[src/kal_pkg.sv]
// ----------------------------------------------------------------------------
// kal_pkg
// Shared types and constants for the binary lifting ancestor block.
// ----------------------------------------------------------------------------
package kal_pkg;

  localparam int ID_W = 18;

  typedef enum logic {
    OP_LOAD  = 1'b0,
    OP_QUERY = 1'b1
  } op_t;

  typedef enum logic [2:0] {
    ST_CLEAR,
    ST_IDLE,
    ST_LOAD,
    ST_WRITE,
    ST_QUERY,
    ST_HOLD
  } state_t;

endpackage

[src/kal_step.sv]
// ----------------------------------------------------------------------------
// kal_step
// One lifting step: picks a level from the row just read, with range guard
// and a bypass for the row still being built.
// ----------------------------------------------------------------------------
module kal_step import kal_pkg::*; #(
  parameter int MAX_NODES = 262144,
  parameter int LEVELS    = 18,
  parameter int LW        = 5
) (
  input  logic [ID_W-1:0]              cur,
  input  logic                         self_hit,
  input  logic [LW-1:0]                col,
  input  logic [LEVELS-1:0][ID_W-1:0]  row,
  output logic [ID_W-1:0]              jump
);

  logic in_range;

  assign in_range = (cur != '0) && (32'(cur) < 32'(MAX_NODES));

  always_comb begin
    if (!in_range) begin
      jump = '0;
    end else if (self_hit) begin
      jump = cur;
    end else begin
      jump = row[col];
    end
  end

endmodule

[src/kal_ctrl.sv]
// ----------------------------------------------------------------------------
// kal_ctrl
// Sequencer: clearing sweep, row build for loads, bit walk for queries,
// result register.
// ----------------------------------------------------------------------------
module kal_ctrl import kal_pkg::*; #(
  parameter int MAX_NODES = 262144,
  parameter int LEVELS    = 18,
  parameter int AW        = 18,
  parameter int LW        = 5
) (
  input  logic                         clk,
  input  logic                         rst,
  input  logic                         cmd_valid,
  output logic                         cmd_stall,
  input  logic                         opcode,
  input  logic [ID_W-1:0]              node_id,
  input  logic [ID_W-1:0]              parent_id,
  input  logic [ID_W-1:0]              jump_count,
  output logic                         res_valid,
  input  logic                         res_stall,
  output logic [ID_W-1:0]              ancestor_id,
  output logic                         mem_we,
  output logic [AW-1:0]                mem_waddr,
  output logic [LEVELS-1:0][ID_W-1:0]  mem_wdata,
  output logic [AW-1:0]                mem_raddr,
  input  logic [LEVELS-1:0][ID_W-1:0]  mem_rdata
);

  state_t                       state, state_next;
  logic [AW-1:0]                clr_cnt;
  logic [ID_W-1:0]              cur;
  logic [ID_W-1:0]              node_reg;
  logic [LW-1:0]                lvl;
  logic [LEVELS-1:0]            cnt_sh;
  logic [LEVELS-1:0][ID_W-1:0]  build;

  logic            cmd_acc;
  logic            is_query;
  logic            too_high;
  logic            node_ok;
  logic            res_free;
  logic            push;
  logic            self_hit;
  logic [LW-1:0]   step_col;
  logic [ID_W-1:0] jv;
  logic [ID_W-1:0] nxt;

  assign cmd_acc  = cmd_valid && !cmd_stall;
  assign is_query = (op_t'(opcode) == OP_QUERY);
  assign too_high = (32'(jump_count) >> LEVELS) != 32'd0;
  assign node_ok  = (node_id != '0) && (32'(node_id) < 32'(MAX_NODES));
  assign res_free = !res_valid || !res_stall;
  assign self_hit = (state == ST_LOAD) && (cur == node_reg);
  assign step_col = (state == ST_LOAD) ? lvl - LW'(1) : lvl;

  kal_step #(
    .MAX_NODES (MAX_NODES),
    .LEVELS    (LEVELS),
    .LW        (LW)
  ) u_step (
    .cur      (cur),
    .self_hit (self_hit),
    .col      (step_col),
    .row      (mem_rdata),
    .jump     (jv)
  );

  assign nxt = ((state == ST_LOAD) || cnt_sh[LEVELS-1]) ? jv : cur;

  // next state
  always_comb begin
    state_next = state;
    case (state)
      ST_CLEAR: begin
        if (clr_cnt == AW'(MAX_NODES - 1)) begin
          state_next = ST_IDLE;
        end
      end
      ST_IDLE: begin
        if (cmd_acc) begin
          if (is_query) begin
            state_next = ((jump_count == '0) || too_high) ? ST_HOLD : ST_QUERY;
          end else if (node_ok) begin
            state_next = (LEVELS == 1) ? ST_WRITE : ST_LOAD;
          end
        end
      end
      ST_LOAD: begin
        if (lvl == LW'(LEVELS - 1)) begin
          state_next = ST_WRITE;
        end
      end
      ST_WRITE: state_next = ST_IDLE;
      ST_QUERY: begin
        if (lvl == '0) begin
          state_next = ST_HOLD;
        end
      end
      ST_HOLD: begin
        if (res_free) begin
          state_next = ST_IDLE;
        end
      end
      default: state_next = ST_IDLE;
    endcase
  end

  // outputs
  always_comb begin
    cmd_stall = 1'b1;
    mem_we    = 1'b0;
    mem_waddr = AW'(node_reg);
    mem_wdata = build;
    mem_raddr = AW'(nxt);
    push      = 1'b0;
    case (state)
      ST_CLEAR: begin
        mem_we    = 1'b1;
        mem_waddr = clr_cnt;
        mem_wdata = '0;
      end
      ST_IDLE: begin
        cmd_stall = 1'b0;
        mem_raddr = is_query ? AW'(node_id) : AW'(parent_id);
      end
      ST_WRITE: mem_we = 1'b1;
      ST_HOLD:  push = res_free;
      default: ;
    endcase
  end

  always_ff @(posedge clk) begin
    if (rst) begin
      state     <= ST_CLEAR;
      clr_cnt   <= '0;
      res_valid <= 1'b0;
    end else begin
      state <= state_next;
      if (state == ST_CLEAR) begin
        clr_cnt <= clr_cnt + AW'(1);
      end
      if (push) begin
        res_valid <= 1'b1;
      end else if (res_valid && !res_stall) begin
        res_valid <= 1'b0;
      end
    end
  end

  always_ff @(posedge clk) begin
    if (push) begin
      ancestor_id <= cur;
    end
    case (state)
      ST_IDLE: begin
        if (cmd_acc) begin
          node_reg <= node_id;
          if (is_query) begin
            cur    <= ((jump_count != '0) && too_high) ? '0 : node_id;
            lvl    <= LW'(LEVELS - 1);
            cnt_sh <= LEVELS'(jump_count);
          end else begin
            cur      <= parent_id;
            build[0] <= parent_id;
            lvl      <= LW'(1);
          end
        end
      end
      ST_LOAD: begin
        build[lvl] <= jv;
        cur        <= jv;
        lvl        <= lvl + LW'(1);
      end
      ST_QUERY: begin
        cur    <= nxt;
        lvl    <= lvl - LW'(1);
        cnt_sh <= cnt_sh << 1;
      end
      default: ;
    endcase
  end

endmodule

[config.mk]
export PLATFORM = sky130hd
export DESIGN_NAME = kal_ctrl
export DESIGN_NICKNAME = d
export VERILOG_FILES = /design/src/kal_pkg.sv /design/src/kal_step.sv /design/src/kal_ctrl.sv
export SDC_FILE = /design/constraint.sdc
export NUM_CORES = 1
export LEC_CHECK = 0
export ABC_CLOCK_PERIOD_IN_PS = 10700
export BUFFER_PORTS_ARGS = -buffer_cell sky130_fd_sc_hd__buf_4
export CORE_AREA = 2 2 295 297
export CTS_CLUSTER_DIAMETER = 40
export DETAILED_ROUTE_END_ITERATION = 12
export DIE_AREA = 0 0 297 299
export GPL_TIMING_DRIVEN = 1
export SYNTH_ARGS = -nofsm -noshare
export SYNTH_HDL_FRONTEND = slang
export SYNTH_SLANG_ARGS = --single-unit
[constraint.sdc]
create_clock -name clk -period 10.7 [get_ports clk]
set_input_delay 3.21 -clock clk [delete_from_list [all_inputs] [get_ports clk]]
set_output_delay 3.21 -clock clk [all_outputs]
set_load 0.01 [all_outputs]
==> summary.txt <==
Run status
  • Run status: completed

Synth
  • Synthesized area divided by synthesized cell count: 11.8 µm²
  • Most instantiated flip-flop cell in the synthesis netlist: sky130_fd_sc_hd__edfxtp_1
  • Flop and latch count out of synthesis: 423
  • Summed instance area of the synthesized netlist: 21200 µm²
  • Number of synthesized flops with an enable pin: 401
  • Gate Count Post-Synth: 1805
  • Number of different library cells in the post-synthesis netlist: 63
  • Sequential area share after synthesis: 58.8%
  • Yosys warns: 0
  • Post-Syn Nets: 2195
  • Async set or reset register ratio after synthesis: 0%

GRT
  • Met3 usage in global routing: 4.16%
  • Most Crowded Layer GR: met2
  • Global-route wire length before repair: 126 mm
  • Initial antenna violation count: 4
  • Combined global-route utilization of all metal layers: 19.7%
  • Final global-route overflow total: 0
  • Met1 layer usage reported by global route: 23.4%
  • Met2 capacity usage during global routing: 35.1%
  • Vias in the first global route: 17200
  • Maximum number of pins on one net before global-route repair: 226

Placed design
  • Count of port buffers added during placement: 763
  • Setup Slack @ Placement: 2.04 ns
  • Detailed Place HPWL: 67.8 mm
  • Cell Area, Placed: 28300 µm²
  • Final estimated routing congestion in global placement: 0.882

CTS
  • H-tree levels: 2
  • Clock tree from TritonCTS: yes
  • Clock latency at the later pin of the worst-skew pair: 0.62 ns
  • # clock sinks: 423
  • Buffers inserted by post-CTS timing repair: 0
  • Clock Path Buffers: 3
  • Post-cts repair resize count: 0
  • Clock root buffer master: sky130_fd_sc_hd__clkbuf_16
  • Post-CTS clock slew at the launch and capture registers of the worst setup and hold paths: 0.06 ns
  • TritonCTS Buffers: 58
  • Hold buffer count at CTS: 0

Detailed routing
  • Average wire per standard cell: 24.3 µm
  • Vias/cell: 4.68
  • First-pass iteration count of the detailed router: 7
  • Number of DRC violations after detailed-routing iteration 0: 1608
  • Vias post-DR: 17600
  • Total wire length after detailed routing: 91.5 mm
  • Remaining antenna violation count: 0
  • Total DRC errors in the routed layout: 0

STA
  • Worst hold margin: 0.490 ns
  • Final number of max-transition violations: 0
  • Worst-Margin Slew: 1.19 ns
  • Ratio of final minimum period to clock period: 86.6%
  • Final hold vios: 0
  • Final critical path time including I/O delays and setup: 9.27 ns
  • Setup violators final: 0
  • Worst clock skew: 0.0257 ns
  • RSZ-0062 raised after global routing: no
  • Smallest setup slack after layout: 1.43 ns
  • Highest achievable clock rate: 108 MHz
  • Rel. slew slack: 20.8%
  • Setup tns final: 0 ns

Critical path
  • Depth of the worst register-to-register path: 9
  • Crit path capture type: output port
  • Data required time of the critical path: 7.49 ns
  • Worst r2r dst: build[37]$_DFFE_PP_
  • Reg-to-reg slack, setup: 4.83 ns
  • Largest fanout on the critical path: 63
  • Worst Path Class, Setup: reg -> out
  • Crit path DAT: 6.06 ns
  • Worst r2r src: lvl[1]$_SDFFCE_PP0P_
  • Startpoint Class: flip-flop

Layout
  • Final design instance area without fill: 30300 µm²
  • Fraction of final layout cells sized beyond drive strength 1: 37.9%
  • Count of filler cells inserted in the layout: 8646
  • Area Growth Syn to Fin: 43.0%
  • Number of nets at the end of the flow: 2943
  • Max FFs per register: 324
  • Largest register by flop count: build

Floorplan
  • Die Span Y: 299 µm
  • DIE AREA: 88800 µm²
  • Horizontal extent of the die: 297 µm
  • Std-Cell Rows: 108
  • Core area: 85900 µm²
  • Total I/O pin count: 764
  • Effective utilization at floorplan: 24.7%

Power and ir drop
  • Relative contribution of combinational cells to total power: 36.6%
  • Net switching power of the design: 2210 µW
  • Power density relative to cell area: 207 nW/µm²
  • Worst voltage drop across the vdd grid: 0.147 mV
  • Switching share of power: 35.3%
  • Cell internal pwr: 4060 µW
  • Clock share of power: 30.9%
  • Sequential cell fraction of total power: 32.5%
  • Pleak: 0.0122 µW

Worst hold path
  • Instance count along the most critical hold path: 2
  • Worst Hold End: res_valid$_SDFFE_PP0P_
  • Min-Delay Startpoint: res_valid$_SDFFE_PP0P_
  • Path type of the worst min-delay path: reg -> reg

Flow run
  • Max Cap Violations: 0
-- kinds of logic (layout without fill, tap and decap cells) --
logic type / count (synthesis) / count (layout) / synth area share, %
AND/OR/NAND/NOR: 775 / 775 / 19.6
flip-flops: 423 / 423 / 58.8
AO/OA/AOI/OAI: 298 / 298 / 10.7
buffers and inverters: 163 / 961 / 3.47
multiplexers: 104 / 104 / 5.53
XOR/XNOR: 35 / 35 / 1.52
adder cells (fa/ha/maj): 7 / 7 / 0.413
other: 0 / 4 / 0
-- critical path, cell delays in order, from the launching register on --
cell                        delay, ns
sky130_fd_sc_hd__edfxtp_1        1.02
sky130_fd_sc_hd__inv_1           0.29
sky130_fd_sc_hd__ha_1            0.38
sky130_fd_sc_hd__nand4bb_1       0.83
sky130_fd_sc_hd__o21ai_4         0.65
sky130_fd_sc_hd__buf_4           0.61
sky130_fd_sc_hd__nand2_1         0.12
sky130_fd_sc_hd__a32o_1          0.28
sky130_fd_sc_hd__o21ai_1         0.33
sky130_fd_sc_hd__nand3_1         0.32
sky130_fd_sc_hd__o221ai_1        0.37
sky130_fd_sc_hd__buf_4           0.19
-- per-layer routing --
layer	part of all wire, %	vias up
met5	0	-
met4	3.2	0
met3	7.4	133
met2	51	927
met1	39	8428
li1	-	8128
-- cells in the mapped netlist, types with 12 or more instances --
master,instances,area (µm²)
sky130_fd_sc_hd__o211ai_1,41,308
sky130_fd_sc_hd__nand3_1,24,120
sky130_fd_sc_hd__nand2_1,234,878
sky130_fd_sc_hd__o22a_1,15,131
sky130_fd_sc_hd__clkbuf_1,83,312
sky130_fd_sc_hd__and2_1,337,2110
sky130_fd_sc_hd__a211oi_1,26,195
sky130_fd_sc_hd__nor4_1,15,93.8
sky130_fd_sc_hd__inv_1,39,146
sky130_fd_sc_hd__edfxtp_1,401,12000
sky130_fd_sc_hd__o22ai_1,15,93.8
sky130_fd_sc_hd__a21oi_1,50,250
sky130_fd_sc_hd__a221o_1,21,210
sky130_fd_sc_hd__o221ai_1,25,219
sky130_fd_sc_hd__nor3_1,12,60.1
sky130_fd_sc_hd__dfxtp_1,22,440
sky130_fd_sc_hd__o21ai_1,23,115
sky130_fd_sc_hd__buf_2,18,90.1
sky130_fd_sc_hd__o21ai_0,22,110
sky130_fd_sc_hd__xnor2_1,21,184
sky130_fd_sc_hd__nor2_1,56,210
sky130_fd_sc_hd__mux2i_1,89,891
sky130_fd_sc_hd__xor2_1,12,105
sky130_fd_sc_hd__nand4_1,15,93.8
sky130_fd_sc_hd__nor2b_1,31,194
sky130_fd_sc_hd__a32o_1,26,260
-- metrics by stage --
step | instances | utilization, % | total power [µW]
CTS | 3758 | 35.3 | 6350
finish | 3762 | 35.3 | 6270
floorplan | 1805 | - | 3100
global placement | 3648 | 33.0 | 4390
global route | 3760 | 35.3 | 6530
detailed placement | 3648 | 33.0 | 4400
-- placed cells by master (no fill, tap or decap), types with 12 or more instances in the layout --
cell | synthesis | layout
sky130_fd_sc_hd__buf_4 | 7 | 809
sky130_fd_sc_hd__edfxtp_1 | 401 | 401
sky130_fd_sc_hd__and2_1 | 337 | 337
sky130_fd_sc_hd__nand2_1 | 234 | 234
sky130_fd_sc_hd__mux2i_1 | 89 | 85
sky130_fd_sc_hd__clkbuf_16 | 0 | 58
sky130_fd_sc_hd__a21oi_1 | 50 | 50
sky130_fd_sc_hd__nor2_1 | 56 | 45
sky130_fd_sc_hd__o211ai_1 | 41 | 41
sky130_fd_sc_hd__inv_1 | 39 | 39
sky130_fd_sc_hd__nor2b_1 | 31 | 31
sky130_fd_sc_hd__a32o_1 | 26 | 26
sky130_fd_sc_hd__a211oi_1 | 26 | 26
sky130_fd_sc_hd__o221ai_1 | 25 | 25
sky130_fd_sc_hd__nand3_1 | 24 | 24
sky130_fd_sc_hd__o21ai_1 | 23 | 23
sky130_fd_sc_hd__o21ai_0 | 22 | 22
sky130_fd_sc_hd__dfxtp_1 | 22 | 22
sky130_fd_sc_hd__xnor2_1 | 21 | 21
sky130_fd_sc_hd__a221o_1 | 21 | 21
sky130_fd_sc_hd__nor4_1 | 15 | 15
sky130_fd_sc_hd__nand4_1 | 15 | 15
sky130_fd_sc_hd__o22a_1 | 15 | 15
sky130_fd_sc_hd__xor2_1 | 12 | 12
sky130_fd_sc_hd__nor2_2 | 1 | 12
-- power by group through the flow --
stage	registers (µW)	clock network, µW	logic [µW]
3_3_place_gp	2070	0	2320
6_report	2040	1940	2300
3_5_place_dp	2070	0	2330
5_1_grt	2050	2040	2440
2_1_floorplan	2040	0	1070
4_1_cts	2040	1970	2330
-- layout make-up --
class	instances	area, µm²	area share [%]
antenna	4	10.0	0.0330
clock buffer	63	1480	4.88
sequential	423	12500	41.1
tap	1155	1450	4.76
inverter	40	151	0.499
timing repair buffer	811	6110	20.2
clock inverter	47	504	1.66
multi-input combinational	1219	8150	26.9
-- worst max-delay path by stage --
stage | startpoint | endpoint | slack, ns | cells after the start
floorplan | opcode | mem_raddr[10] | 2.99 | 4
global placement | lvl[1]$_SDFFCE_PP0P_ | mem_raddr[6] | 2.11 | 11
detailed placement | lvl[1]$_SDFFCE_PP0P_ | mem_raddr[6] | 2.04 | 11
CTS | lvl[1]$_SDFFCE_PP0P_ | mem_raddr[6] | 1.39 | 11
global route | lvl[1]$_SDFFCE_PP0P_ | mem_raddr[2] | 1.14 | 11
finish | lvl[1]$_SDFFCE_PP0P_ | mem_raddr[4] | 1.43 | 11
Note: power is estimated with default switching activity, not from simulation.
